[config.mk]
export PLATFORM = sky130hd
export DESIGN_NAME = cellular_automaton_smoothing_pass
export DESIGN_NICKNAME = d
export VERILOG_FILES = /design/src/sv/cacsp_pkg.sv /design/src/sv/cellular_automaton_smoothing_pass.sv /design/src/sv/cacsp_front.sv /design/src/sv/cacsp_queue.sv /design/src/sv/cacsp_back.sv
export SDC_FILE = /design/constraint.sdc
export NUM_CORES = 2
export LEC_CHECK = 0
export BUFFER_PORTS_ARGS = -buffer_cell sky130_fd_sc_hd__buf_2
export CORE_UTILIZATION = 55
export DETAILED_ROUTE_END_ITERATION = 8
export PLACE_DENSITY_LB_ADDON = 0.05
export SLEW_MARGIN = 40
export SYNTH_ARGS = -nofsm -noshare
export SYNTH_HDL_FRONTEND = slang
export SYNTH_HIERARCHICAL = 1
export SYNTH_SLANG_ARGS = --single-unit
[constraint.sdc]
create_clock -name clk -period 16.9 [get_ports clk]
set_input_delay 1.69 -clock clk [delete_from_list [all_inputs] [get_ports clk]]
set_output_delay 1.69 -clock clk [all_outputs]
set_load 0.05 [all_outputs]
[src/sv/cacsp_pkg.sv]
// Shared types and constants for the cave smoothing pass.
package cacsp_pkg;

  // Field and register widths
  localparam int COL_W  = 10;
  localparam int ROW_W  = 10;
  localparam int CFG_W  = 11;
  localparam int THR_W  = 4;
  localparam int IDX_W  = 2;
  localparam int CNT9_W = 4;

  // Register indexes
  localparam logic [IDX_W-1:0] REG_GRID_WIDTH     = 2'd0;
  localparam logic [IDX_W-1:0] REG_GRID_HEIGHT    = 2'd1;
  localparam logic [IDX_W-1:0] REG_WALL_THRESHOLD = 2'd2;

  // Register reset values
  localparam logic [CFG_W-1:0] RST_GRID_WIDTH     = 11'd80;
  localparam logic [CFG_W-1:0] RST_GRID_HEIGHT    = 11'd50;
  localparam logic [THR_W-1:0] RST_WALL_THRESHOLD = 4'd5;

  // Grid limits
  localparam logic [CFG_W-1:0] MIN_DIM      = 11'd3;
  localparam logic [CFG_W-1:0] HEIGHT_LIMIT = 11'd1024;

  // Window: all cells but the centre
  localparam logic [8:0] RING_MASK = 9'h1EF;

  // Queue between front and back
  localparam int QDEPTH = 4;
  localparam int QPTR_W = 2;
  localparam int QCNT_W = 3;

  typedef logic [QCNT_W-1:0] qcnt_t;

  // One classified input: up to two result words
  typedef struct packed {
    logic             int_v;
    logic             int_wall;
    logic [COL_W-1:0] int_col;
    logic [ROW_W-1:0] int_row;
    logic             brd_v;
    logic             brd_wall;
    logic [COL_W-1:0] brd_col;
    logic [ROW_W-1:0] brd_row;
  } entry_t;

endpackage

[src/sv/cellular_automaton_smoothing_pass.sv]
// Top level of the cave smoothing pass: front end, queue and back end.
//
// Usage: write grid_width, grid_height and wall_threshold on the cfg_ port
// while the block is idle; any write of a known index starts a new grid.
// Stream the grid in raster order on in_valid / in_cell_wall, one cell a word.
// Each cell yields zero to two result words (column, row, new state), the
// last one for that cell flagged by out_run_last; every cell of the grid gets
// exactly one result, interior cells one row and one column late.
// Throughput: one cell per cycle at the input while in_stall is low; the
// output register sends one result word per cycle while out_stall is low,
// so a cell with two results sends them in turn. Each result word is formed in
// stage 1 (line store read) and passes the queue and the output register.
// in_stall rises when the words in the four-word queue and in stage 1 add up
// to four; out_stall backs up the queue only, and the input goes on till full.
// Reset restores the register defaults and the start of grid; the line
// stores are not cleared, as rows 0 and 1 never reach an interior result.
module cellular_automaton_smoothing_pass #(
  parameter int MAX_WIDTH = 1024
) (
  input  logic                        clk,
  input  logic                        rst_n,
  input  logic                        cfg_we,
  input  logic [cacsp_pkg::IDX_W-1:0] cfg_index,
  input  logic [cacsp_pkg::CFG_W-1:0] cfg_data,
  input  logic                        in_valid,
  output logic                        in_stall,
  input  logic                        in_cell_wall,
  output logic                        out_valid,
  input  logic                        out_stall,
  output logic [cacsp_pkg::COL_W-1:0] out_col,
  output logic [cacsp_pkg::ROW_W-1:0] out_row,
  output logic                        out_wall,
  output logic                        out_run_last
);
  import cacsp_pkg::*;

  logic   push, pop, q_empty;
  entry_t push_entry, q_head;
  qcnt_t  q_cnt;

  // Position, line stores, window and classification
  cacsp_front #(
    .MAX_WIDTH (MAX_WIDTH)
  ) u_front (
    .clk          (clk),
    .rst_n        (rst_n),
    .cfg_we       (cfg_we),
    .cfg_index    (cfg_index),
    .cfg_data     (cfg_data),
    .in_valid     (in_valid),
    .in_stall     (in_stall),
    .in_cell_wall (in_cell_wall),
    .q_cnt        (q_cnt),
    .push         (push),
    .push_entry   (push_entry)
  );

  // Decoupling queue
  cacsp_queue u_queue (
    .clk        (clk),
    .rst_n      (rst_n),
    .push       (push),
    .push_entry (push_entry),
    .pop        (pop),
    .head       (q_head),
    .empty      (q_empty),
    .cnt        (q_cnt)
  );

  // Result sequencing and output register
  cacsp_back u_back (
    .clk          (clk),
    .rst_n        (rst_n),
    .head         (q_head),
    .empty        (q_empty),
    .pop          (pop),
    .out_valid    (out_valid),
    .out_stall    (out_stall),
    .out_col      (out_col),
    .out_row      (out_row),
    .out_wall     (out_wall),
    .out_run_last (out_run_last)
  );

endmodule

[src/sv/cacsp_front.sv]
// Front end: config registers, raster position, line stores, 3x3 window and classification.
module cacsp_front #(
  parameter int MAX_WIDTH = 1024
) (
  input  logic                          clk,
  input  logic                          rst_n,
  input  logic                          cfg_we,
  input  logic [cacsp_pkg::IDX_W-1:0]   cfg_index,
  input  logic [cacsp_pkg::CFG_W-1:0]   cfg_data,
  input  logic                          in_valid,
  output logic                          in_stall,
  input  logic                          in_cell_wall,
  input  cacsp_pkg::qcnt_t              q_cnt,
  output logic                          push,
  output cacsp_pkg::entry_t             push_entry
);
  import cacsp_pkg::*;

  localparam int AW    = $clog2(MAX_WIDTH);
  localparam int WW    = $clog2(MAX_WIDTH + 1);
  localparam int EXT_W = 14;
  localparam logic [EXT_W-1:0] MAXW_EXT = EXT_W'(MAX_WIDTH);

  // Config registers
  logic [CFG_W-1:0] grid_width_r, grid_height_r;
  logic [THR_W-1:0] wall_threshold_r;
  logic             restart_cfg;

  // Position and window
  logic [AW-1:0]    col_r, col_nxt;
  logic [ROW_W-1:0] row_r, row_nxt;
  logic [8:0]       win_r, win_nxt;

  // Line stores: bit 1 is previous row, bit 0 the row before it
  logic [1:0]       line_mem [MAX_WIDTH];
  logic [1:0]       rd_r;

  // Stage 1
  logic             s1_v_r;
  logic [AW-1:0]    s1_c_r;
  logic [ROW_W-1:0] s1_row_r;
  logic             s1_bit_r, s1_rst_r, s1_int_r, s1_brd_r;

  logic [WW-1:0]    w_eff;
  logic [CFG_W-1:0] h_eff;
  logic [EXT_W-1:0] gw_ext;
  logic             accept, restart_pos;
  logic [AW-1:0]    c_cur;
  logic [ROW_W-1:0] r_cur;
  logic [WW-1:0]    c_inc;
  logic [CFG_W-1:0] r_inc;
  logic             is_int, is_brd;
  logic [CFG_W:0]   pend;
  logic [2:0]       column;
  logic [8:0]       ring;
  logic [CNT9_W-1:0] ring_cnt;
  logic [AW-1:0]    c_m1;
  logic [ROW_W-1:0] r_m1;

  // Effective dimensions, clamped
  always_comb begin
    gw_ext = EXT_W'(grid_width_r);
    if (gw_ext < EXT_W'(MIN_DIM)) begin
      w_eff = WW'(MIN_DIM);
    end else if (gw_ext > MAXW_EXT) begin
      w_eff = WW'(MAXW_EXT);
    end else begin
      w_eff = WW'(gw_ext);
    end
    if (grid_height_r < MIN_DIM) begin
      h_eff = MIN_DIM;
    end else if (grid_height_r > HEIGHT_LIMIT) begin
      h_eff = HEIGHT_LIMIT;
    end else begin
      h_eff = grid_height_r;
    end
  end

  // Hold off input while the queue may not take what is in flight
  assign pend     = (CFG_W+1)'(q_cnt) + (CFG_W+1)'(s1_v_r);
  assign in_stall = pend >= (CFG_W+1)'(QDEPTH);
  assign accept   = in_valid && !in_stall;

  // Position of this cell and of the next
  always_comb begin
    restart_pos = (WW'(col_r) >= w_eff) || (CFG_W'(row_r) >= h_eff);
    c_cur = restart_pos ? '0 : col_r;
    r_cur = restart_pos ? '0 : row_r;
    is_int = (c_cur >= AW'(2)) && (r_cur >= ROW_W'(2));
    is_brd = (c_cur == '0) || (WW'(c_cur) == w_eff - WW'(1)) ||
             (r_cur == '0) || (CFG_W'(r_cur) == h_eff - CFG_W'(1));
    c_inc = WW'(c_cur) + WW'(1);
    r_inc = CFG_W'(r_cur) + CFG_W'(1);
    col_nxt = c_cur;
    row_nxt = r_cur;
    if (c_inc >= w_eff) begin
      col_nxt = '0;
      row_nxt = (r_inc >= h_eff) ? '0 : ROW_W'(r_inc);
    end else begin
      col_nxt = AW'(c_inc);
    end
  end

  // Config writes; an unknown index is dropped
  always_comb begin
    restart_cfg = 1'b0;
    if (cfg_we) begin
      unique case (cfg_index)
        REG_GRID_WIDTH, REG_GRID_HEIGHT, REG_WALL_THRESHOLD: restart_cfg = 1'b1;
        default: restart_cfg = 1'b0;
      endcase
    end
  end

  always_ff @(posedge clk) begin
    if (!rst_n) begin
      grid_width_r     <= RST_GRID_WIDTH;
      grid_height_r    <= RST_GRID_HEIGHT;
      wall_threshold_r <= RST_WALL_THRESHOLD;
    end else if (cfg_we) begin
      unique case (cfg_index)
        REG_GRID_WIDTH:     grid_width_r     <= cfg_data;
        REG_GRID_HEIGHT:    grid_height_r    <= cfg_data;
        REG_WALL_THRESHOLD: wall_threshold_r <= THR_W'(cfg_data);
        default: ;
      endcase
    end
  end

  // Window update and interior count in stage 1
  always_comb begin
    column   = {s1_bit_r, rd_r[1], rd_r[0]};
    win_nxt  = {column, (s1_rst_r ? 6'b0 : win_r[8:3])};
    ring     = win_nxt & RING_MASK;
    ring_cnt = '0;
    for (int i = 0; i < 9; i++) begin
      ring_cnt = ring_cnt + CNT9_W'(ring[i]);
    end
    c_m1 = s1_c_r - AW'(1);
    r_m1 = s1_row_r - ROW_W'(1);
  end

  // Position, window and stage 1 control
  always_ff @(posedge clk) begin
    if (!rst_n) begin
      col_r  <= '0;
      row_r  <= '0;
      win_r  <= '0;
      s1_v_r <= 1'b0;
    end else begin
      s1_v_r <= accept;
      if (restart_cfg) begin
        col_r <= '0;
        row_r <= '0;
        win_r <= '0;
      end else begin
        if (accept) begin
          col_r <= col_nxt;
          row_r <= row_nxt;
        end
        if (s1_v_r) begin
          win_r <= win_nxt;
        end
      end
    end
  end

  // Stage 1 payload
  always_ff @(posedge clk) begin
    if (accept) begin
      s1_c_r   <= c_cur;
      s1_row_r <= r_cur;
      s1_bit_r <= in_cell_wall;
      s1_rst_r <= restart_pos;
      s1_int_r <= is_int;
      s1_brd_r <= is_brd;
    end
  end

  // Line store: read on accept, shift rows on the following cycle
  always_ff @(posedge clk) begin
    if (accept) begin
      rd_r <= line_mem[c_cur];
    end
    if (s1_v_r) begin
      line_mem[s1_c_r] <= {s1_bit_r, rd_r[1]};
    end
  end

  // Classified word into the queue
  always_comb begin
    push                = s1_v_r && (s1_int_r || s1_brd_r);
    push_entry.int_v    = s1_int_r;
    push_entry.int_wall = (ring_cnt >= wall_threshold_r);
    push_entry.int_col  = COL_W'(c_m1);
    push_entry.int_row  = r_m1;
    push_entry.brd_v    = s1_brd_r;
    push_entry.brd_wall = s1_bit_r;
    push_entry.brd_col  = COL_W'(s1_c_r);
    push_entry.brd_row  = s1_row_r;
  end

endmodule

[src/sv/cacsp_queue.sv]
// Short queue of classified words between front and back.
module cacsp_queue (
  input  logic              clk,
  input  logic              rst_n,
  input  logic              push,
  input  cacsp_pkg::entry_t push_entry,
  input  logic              pop,
  output cacsp_pkg::entry_t head,
  output logic              empty,
  output cacsp_pkg::qcnt_t  cnt
);
  import cacsp_pkg::*;

  entry_t             q_r [QDEPTH];
  logic [QPTR_W-1:0]  wp_r, rp_r;
  qcnt_t              cnt_r;

  assign head  = q_r[rp_r];
  assign empty = (cnt_r == '0);
  assign cnt   = cnt_r;

  // Pointers and fill level
  always_ff @(posedge clk) begin
    if (!rst_n) begin
      wp_r  <= '0;
      rp_r  <= '0;
      cnt_r <= '0;
    end else begin
      if (push) wp_r <= wp_r + QPTR_W'(1);
      if (pop)  rp_r <= rp_r + QPTR_W'(1);
      cnt_r <= cnt_r + QCNT_W'(push) - QCNT_W'(pop);
    end
  end

  // Storage
  always_ff @(posedge clk) begin
    if (push) begin
      q_r[wp_r] <= push_entry;
    end
  end

endmodule

[src/sv/cacsp_back.sv]
// Back end: splits queued words into result words and holds the output register.
module cacsp_back (
  input  logic                        clk,
  input  logic                        rst_n,
  input  cacsp_pkg::entry_t           head,
  input  logic                        empty,
  output logic                        pop,
  output logic                        out_valid,
  input  logic                        out_stall,
  output logic [cacsp_pkg::COL_W-1:0] out_col,
  output logic [cacsp_pkg::ROW_W-1:0] out_row,
  output logic                        out_wall,
  output logic                        out_run_last
);
  import cacsp_pkg::*;

  logic             out_valid_r, out_valid_nxt;
  logic             phase_r, phase_nxt;
  logic [COL_W-1:0] col_r, col_nxt;
  logic [ROW_W-1:0] row_r, row_nxt;
  logic             wall_r, wall_nxt, last_r, last_nxt;
  logic             load, take;

  // Pick the next result word from the head of the queue
  always_comb begin
    load          = !out_valid_r || !out_stall;
    take          = load && !empty;
    pop           = 1'b0;
    phase_nxt     = phase_r;
    out_valid_nxt = load ? take : out_valid_r;
    col_nxt       = col_r;
    row_nxt       = row_r;
    wall_nxt      = wall_r;
    last_nxt      = last_r;
    if (take) begin
      if (head.int_v && !phase_r) begin
        col_nxt  = head.int_col;
        row_nxt  = head.int_row;
        wall_nxt = head.int_wall;
        last_nxt = !head.brd_v;
        if (head.brd_v) begin
          phase_nxt = 1'b1;
        end else begin
          pop = 1'b1;
        end
      end else begin
        col_nxt   = head.brd_col;
        row_nxt   = head.brd_row;
        wall_nxt  = head.brd_wall;
        last_nxt  = 1'b1;
        pop       = 1'b1;
        phase_nxt = 1'b0;
      end
    end
  end

  always_ff @(posedge clk) begin
    if (!rst_n) begin
      out_valid_r <= 1'b0;
      phase_r     <= 1'b0;
    end else begin
      out_valid_r <= out_valid_nxt;
      phase_r     <= phase_nxt;
    end
  end

  always_ff @(posedge clk) begin
    col_r  <= col_nxt;
    row_r  <= row_nxt;
    wall_r <= wall_nxt;
    last_r <= last_nxt;
  end

  assign out_valid    = out_valid_r;
  assign out_col      = col_r;
  assign out_row      = row_r;
  assign out_wall     = wall_r;
  assign out_run_last = last_r;

endmodule

# ---- After elaboration in Yosys (flattened, before gate mapping)
# Memory sizes are Yosys's and may differ from the RTL's. A register that Yosys moved wholly into a read port is not among the register bits.
# Index checks and enable logic that the tools add are counted.
dict set report totals {
  ff_bits 111
  mem_bits_rw 2224
  input_bits 19
  output_inout_bits 24
  wordCells 113
  memories 2
}
# memory words word_bits rd rd_ports_with_merged_regs write_ports line
set mem_list {}
lappend mem_list {u_front.line_mem 1024 2 1 1 1 cacsp_front.sv:35} ;# logic [1:0] line_mem [MAX_WIDTH];
lappend mem_list {u_queue.q_r 4 44 1 1 1 cacsp_queue.sv:14} ;# entry_t q_r [QDEPTH];
dict set report op_classes {
  addsub 18
  n_lt_le_gt_ge 12
  eq_ne 5
  muxes 26
  bitwise_logic 1
  n_reduce_logical 27
}
# op count
set op_table {}
lappend op_table {{$mux W10} 7}
lappend op_table {{$mux W11} 4}
lappend op_table {{$add A4 B1 Y4} 6}
lappend op_table {{$add A10 B1 Y11 const B} 2}
lappend op_table {{$eq A10 B11 Y1} 2}
lappend op_table {{$ge A10 B11 Y1} 2}
lappend op_table {{$ge A11 B11 Y1} 2}
lappend op_table {{$gt A11 B11 Y1 const B} 2}
lappend op_table {{$lt A11 B2 Y1 const B} 2}
lappend op_table {{$sub A11 B1 Y11 const B} 2}
lappend op_table {{$ge A10 B2 Y1 const B} 2}
lappend op_table {{$logic_not A10 Y1} 2}
lappend op_table {{$sub A10 B1 Y10 const B} 2}
lappend op_table {{$ge A12 B3 Y1 const B} 1}
lappend op_table {{$mux W1} 12}
lappend op_table {{$reduce_and A2 Y1} 4}
lappend op_table {{$logic_not A1 Y1} 6}
lappend op_table {{$logic_or A1 B1 Y1} 6}
lappend op_table {{$mux W6} 1}
lappend op_table {{$logic_and A1 B1 Y1} 5}
lappend op_table {{$add A2 B1 Y2 const B} 2}
lappend op_table {{$add A3 B1 Y4} 1}
lappend op_table {{$ge A4 B4 Y1} 1}
lappend op_table {{$mux W2} 2}
lappend op_table {{11 further kinds} 11}

# ---- Logic depth before layout (Yosys ltp)
dict set report logic_depth {
  depth_word 10
  depth_mapped 31
  ltp_nobuf 26
}

# ---- Modules after synthesis
# The synthesis kept the hierarchy.
# mod instances cells_per_inst area_each_um2 seq_area_each_um2
set modules_own_cells {}
lappend modules_own_cells {cacsp_front 1 6654 89330.7 63340.7}
lappend modules_own_cells {cacsp_queue 1 271 6836.6 5465.2}
lappend modules_own_cells {cacsp_back 1 57 1124.8 700.7}

# ---- Least setup slack after synthesis
# OpenSTA, ideal clock, no wires.
dict set report synth_path {
  path_type {flip-flop to flip-flop}
  start {reg u_front.rd_r[1] (read register of u_front.line_mem)}
  end {mem u_queue/q_r[0][42] in the netlist's numbering (data pin)}
  setup_ps 270
  t_arrival_ps 16582
  required_time_ps 16630
  slack_ps 48
  stages_incl_launch_ff 13
  path_buffers 0
  period_less_slack_ps 16852
  cell_sequence {edfxtp_1 -> fa_1 -> inv_1 -> fa_1 -> fa_1 -> inv_1 -> ha_1 -> fa_1 -> xor2_1 -> ha_1 -> nor2b_1 -> o21ai_0 -> nand2b_1}
}
# item line
set synth_rtl {}
lappend synth_rtl {{start, declared} cacsp_front.sv:36} ;# logic [1:0] rd_r;
lappend synth_rtl {{end, declared} cacsp_queue.sv:14}

# ---- Worst setup path in the final report
dict set report layout_path {
  start {reg u_front.grid_width_r[5]}
  end {reg u_front.row_r[3]}
}
dict set report layout_via {
  word_cells_on_any_way 14
  cone_classes {add/sub (2); order compare (5); mux (6); reduce/logical (1)}
}
# item line
set layout_rtl {}
lappend layout_rtl {{start, declared} cacsp_front.sv:25} ;# logic [CFG_W-1:0] grid_width_r, grid_height_r;
lappend layout_rtl {{start signal, assigned} cacsp_front.sv:122} ;# REG_GRID_WIDTH: grid_width_r <= cfg_data;
lappend layout_rtl {{$gt A11 B11 Y1} cacsp_front.sv:65} ;# end else if (gw_ext > MAXW_EXT) begin
lappend layout_rtl {{$mux W11} cacsp_front.sv:65}
lappend layout_rtl {{$mux W11 (*)} cacsp_front.sv:63} ;# if (gw_ext < EXT_W'(MIN_DIM)) begin
lappend layout_rtl {{$ge A10 B11 Y1 (*)} cacsp_front.sv:86} ;# restart_pos = (WW'(col_r) >= w_eff) || (CFG_W'(row_r) >= h_eff);
lappend layout_rtl {{$logic_or A1 B1 Y1 (*)} cacsp_front.sv:86}
lappend layout_rtl {{$mux W10 (*)} cacsp_front.sv:87} ;# c_cur = restart_pos ? '0 : col_r;
lappend layout_rtl {{net u_front.c_cur[7]} cacsp_front.sv:48} ;# logic [AW-1:0] c_cur;
lappend layout_rtl {{$add A10 B1 Y11 (*)} cacsp_front.sv:92} ;# c_inc = WW'(c_cur) + WW'(1);
lappend layout_rtl {{$ge A11 B11 Y1 (*)} cacsp_front.sv:96} ;# if (c_inc >= w_eff) begin
lappend layout_rtl {{$mux W10 (*)} cacsp_front.sv:96}
lappend layout_rtl {{end signal, assigned} cacsp_front.sv:159} ;# row_r <= row_nxt;
lappend layout_rtl {{end, declared} cacsp_front.sv:31} ;# logic [ROW_W-1:0] row_r, row_nxt;
# Mark *: on every way through the listed nets, which the timed path passes. The rest lies on a longest branch.
# A chain may end at the register's enable or synchronous reset.

==> reports/results.tsv <==
stage	metric	value	unit
worst_setup_path	r2r-start	u_front/grid_width_r[5]	
yosys	synthAdderAreaFrac	0.009902	
layout	fillCellCount	13360	
drt	vias	66570	
drt	routed_wl	353.6	mm
cts	cts_tree	yes	
cts	clock-sinks	2336	
yosys	yosys.area_share.simple	0.08733	
cts	clk_latency	0.90	ns
floorplanning	dieWidth	422.6	um
sta	setup_violations	0	
layout	multi_input_area	26260	um^2
cts	ctsHoldBuffers	0	
worst_setup_path	crit_fanout	35	
floorplanning	core-area	174800	um^2
floorplanning	die_area	178600	um^2
worst_setup_path	worstSetupPathType	reg -> reg	
pwr	p_sw_frac	0.2544	
sta	setup_tns	0	ns
yosys	ys_warn_count	6	
pwr	p_int	0.009850	W
layout	area_delta_synth_final	11.35	%
pwr	peakVddDrop	113.4	uV
worst_setup_path	arrival	8.61	ns
sta	finalHoldViolCount	0	
global_route	antenna_found_initial	23	
min_path	worstHoldEndpoint	u_front/win_r[4]	
sta	tightest_slew	1.030	ns
min_path	hold_path_startpoint	u_front/win_r[4]	
yosys	synth_area	97290	um^2
pwr	power.leakage	33.19	nW
yosys	synth_nets	7075	
drt	ant_nets	0	
worst_setup_path	r2r_end	u_front/row_r[3]	
worst_setup_path	ff2ff_setup_slack	9.12	ns
min_path	min_path_cells	2	
layout	drive_gt1_frac	0.1283	
layout	final_common_cell	edfxtp_1	
global_route	grt_overflow	0	
cts	h-tree-depth	4	
sta	skew	0.03502	ns
yosys	synth_area_leaders	edfxtp_1 (70%), nor2_1 (5.0%), mux2i_1 (2.8%)	
sta	fmax	0.1285	GHz
yosys	yosys.cell_types.count	95	
pwr	p_comb_frac	0.113	
placed_design	port_buffers	42	
sta	relSlewSlack	0.3108	
cts	clk_pin_slew	0.06	ns
floorplanning	dieHeight	422.6	um
layout	final_nets	7032	
layout	layout_common_cells	edfxtp_1 (2272), nor2_1 (1278), nand2_1 (349)	
yosys	synth_top_family_by_area	compound AO/OA/AOI/OAI gates	
global_route	grtUsageTotal	0.3923	
placed_design	dp_hpwl	207.3	mm
drt	vias_per_cell	7.025	
drt	drt-initial-drc-count	11680	
yosys	synth_compound_area_frac	0.09621	
pwr	clkPwrFrac	0.381	
sta	min_period	7.782	ns
layout	ff_latch_area	69520	um^2
worst_setup_path	crit_required	17.73	ns
pwr	power_switching	0.003361	W
worst_setup_path	critPathLaunchType	flop	
cts	cts_buffers	233	
worst_setup_path	end_kind	flop	
run	drv_cap	0	
placed_design	preCtsSetupSlack	9.350	ns
floorplanning	num_rows	153	
yosys	async_flop_share	0	
global_route	grt_pass1_wl	489.3	mm
sta	grt_setup_unrepaired	no	
drt	drcViolationCount	0	
cts	cts_setup_buffers	0	
pwr	seqPwrFrac	0.506	
placed_design	gp_congestion	0.9648	
cts	cts_buffer_depth	3	
yosys	synth-xor-area-share	0.005183	
sta	setup_slack	9.118	ns
yosys	syn_inst	6982	
yosys	synthMuxAreaShare	0.06121	
drt	first_pass_iters	9	
yosys	ys.flop_type	edfxtp_1	
global_route	grt_max_degree	167	
min_path	holdCritPathClass	reg -> reg	
sta	timing.final.max_slew_violations	0	
yosys	ys_seq_area_frac	0.7144	
global_route	grt_pass1_vias	63100	
floorplanning	ios	43	
cts	clock-root-buffer	clkbuf_16	
pwr	p_per_area	121.9	nW/um^2
cts	cts_resized	0	
status	status	finished clean	
yosys	syn_area_per_cell	13.93	um^2
drt	wl_per_cell	37.31	um
yosys	synth_edf_count	2272	
floorplanning	start_util	0.5567	
worst_setup_path	ff2ff_path_depth	22	
yosys	yosys.area.top_type	edfxtp_1	
sta	timing.final.crit_share	0.4605	
yosys	synth-seq-cells	2336	
yosys	synth.top_cell.area_share	0.7012	
## layout make-up
class / count / share of cell area
clock buffer: 303 / 0.05730
clock inverter: 131 / 0.01031
inverter: 57 / 0.002079
multi-input combinational: 4055 / 0.2424
sequential: 2336 / 0.6417
antenna: 14 / 0.0003234
tap: 2325 / 0.02685
timing repair buffer: 256 / 0.01903
## Yosys cell counts, types with 20 or more instances
library cell,n
mux2_2,92
and2_1,23
nand3_1,75
buf_2,108
nand2_1,396
nor2_1,1294
a211oi_1,65
nor4_1,23
xnor2_1,32
o22ai_1,205
mux2i_1,271
mux2_4,20
edfxtp_1,2272
a21boi_0,20
a221oi_1,103
mux4_2,80
buf_1,69
nor2b_1,30
a31oi_1,37
xor2_1,23
ha_1,69
nor3_1,104
dfxtp_1,64
inv_1,49
clkbuf_1,341
a22oi_1,20
a21oi_1,311
o211ai_1,48
o21ai_0,288
o221ai_1,96
## cell families (layout without fill, tap and decap cells)
family / Yosys count / after routing
flops: 2336 / 2336
xor+xnor: 56 / 56
simple gates: 2056 / 2056
compound gates: 1402 / 1402
buf+inv: 591 / 747
fa+ha+maj: 74 / 74
other cells: 0 / 14
mux: 467 / 467
## layer usage
layer  vias up  routed length, um  track usage
met1     33390             128700       0.5364
met2      5350             151200       0.5687
li1      26660                  -            -
met4        18              24090       0.2154
met5         -                143            0
met3      1162              49420       0.1106
## registers in the layout, summed over array words and instances (netlist names), 2 cells and up, named ones only
register,count
u_front/line_mem,2048
u_queue/q_r,176
u_front/grid_height_r,11
u_front/grid_width_r,11
u_back/out_col,10
u_back/out_row,10
u_front/col_r,10
u_front/row_r,10
u_front/s1_c_r,10
u_front/s1_row_r,10
u_front/win_r,6
u_front/wall_threshold_r,4
u_queue/cnt,3
u_front/rd_r,2
u_queue/rp_r,2
u_queue/wp_r,2
## worst max-delay path: stages, from the launching register on
cell and delay [ns]:
dfxtp_1 0.34, nor4_1 0.43, nand2b_1 0.15, nor2b_1 0.26, nand2_1 0.08, nand2_1 0.17
nand2_1 0.14, ha_1 0.20, a211o_1 0.32, o21a_2 0.49, a22oi_2 0.38, buf_4 0.63
buf_4 0.68, nand2_1 0.38, inv_1 0.56, xnor2_1 0.23, ha_1 0.35, nand4_1 0.09
nor3_1 0.23, nor4_1 0.07, a211o_1 0.56, nor3_1 0.70, a22o_1 0.22
## worst max-delay path by stage
stage / to / slack [ns] / depth (start not counted) / startpoint
5_1_grt: u_front/row_r[3] / 8.75 / 24 / u_front/grid_width_r[5]
4_1_cts: u_front/row_r[3] / 9.36 / 22 / u_front/grid_width_r[5]
3_3_place_gp: u_front/row_r[1] / 9.57 / 24 / u_front/grid_width_r[5]
3_5_place_dp: u_front/row_r[7] / 9.35 / 22 / u_front/grid_width_r[5]
6_report: u_front/row_r[3] / 9.12 / 22 / u_front/grid_width_r[5]
2_1_floorplan: u_queue/q_r[0][42] / 0.05 / 12 / u_front/rd_r[1]
## power groups by stage
stage / clock [W] / combinational, W / sequential, W
after CTS: 0.00506 / 0.00146 / 0.00669
after global routing: 0.00528 / 0.00154 / 0.00669
after global placement: 0 / 0.00143 / 0.00681
after detailed placement: 0 / 0.00146 / 0.00681
final: 0.00503 / 0.00149 / 0.00669
after floorplan: 0 / 0.000718 / 0.00721
## per-stage QoR
step	hold slack [ns]	power, W	area [um^2]	std cells	utilization
after floorplan	0.4354	0.007932	97290	6982	-
after global placement	0.4572	0.008233	100400	9016	0.5743
after detailed placement	0.4702	0.008265	100900	9027	0.5773
after CTS	0.4847	0.01321	108200	9461	0.6192
after global routing	0.5048	0.01350	108300	9463	0.6196
final	0.4767	0.01321	108300	9477	0.6198
(Power assumes the default switching activity.)
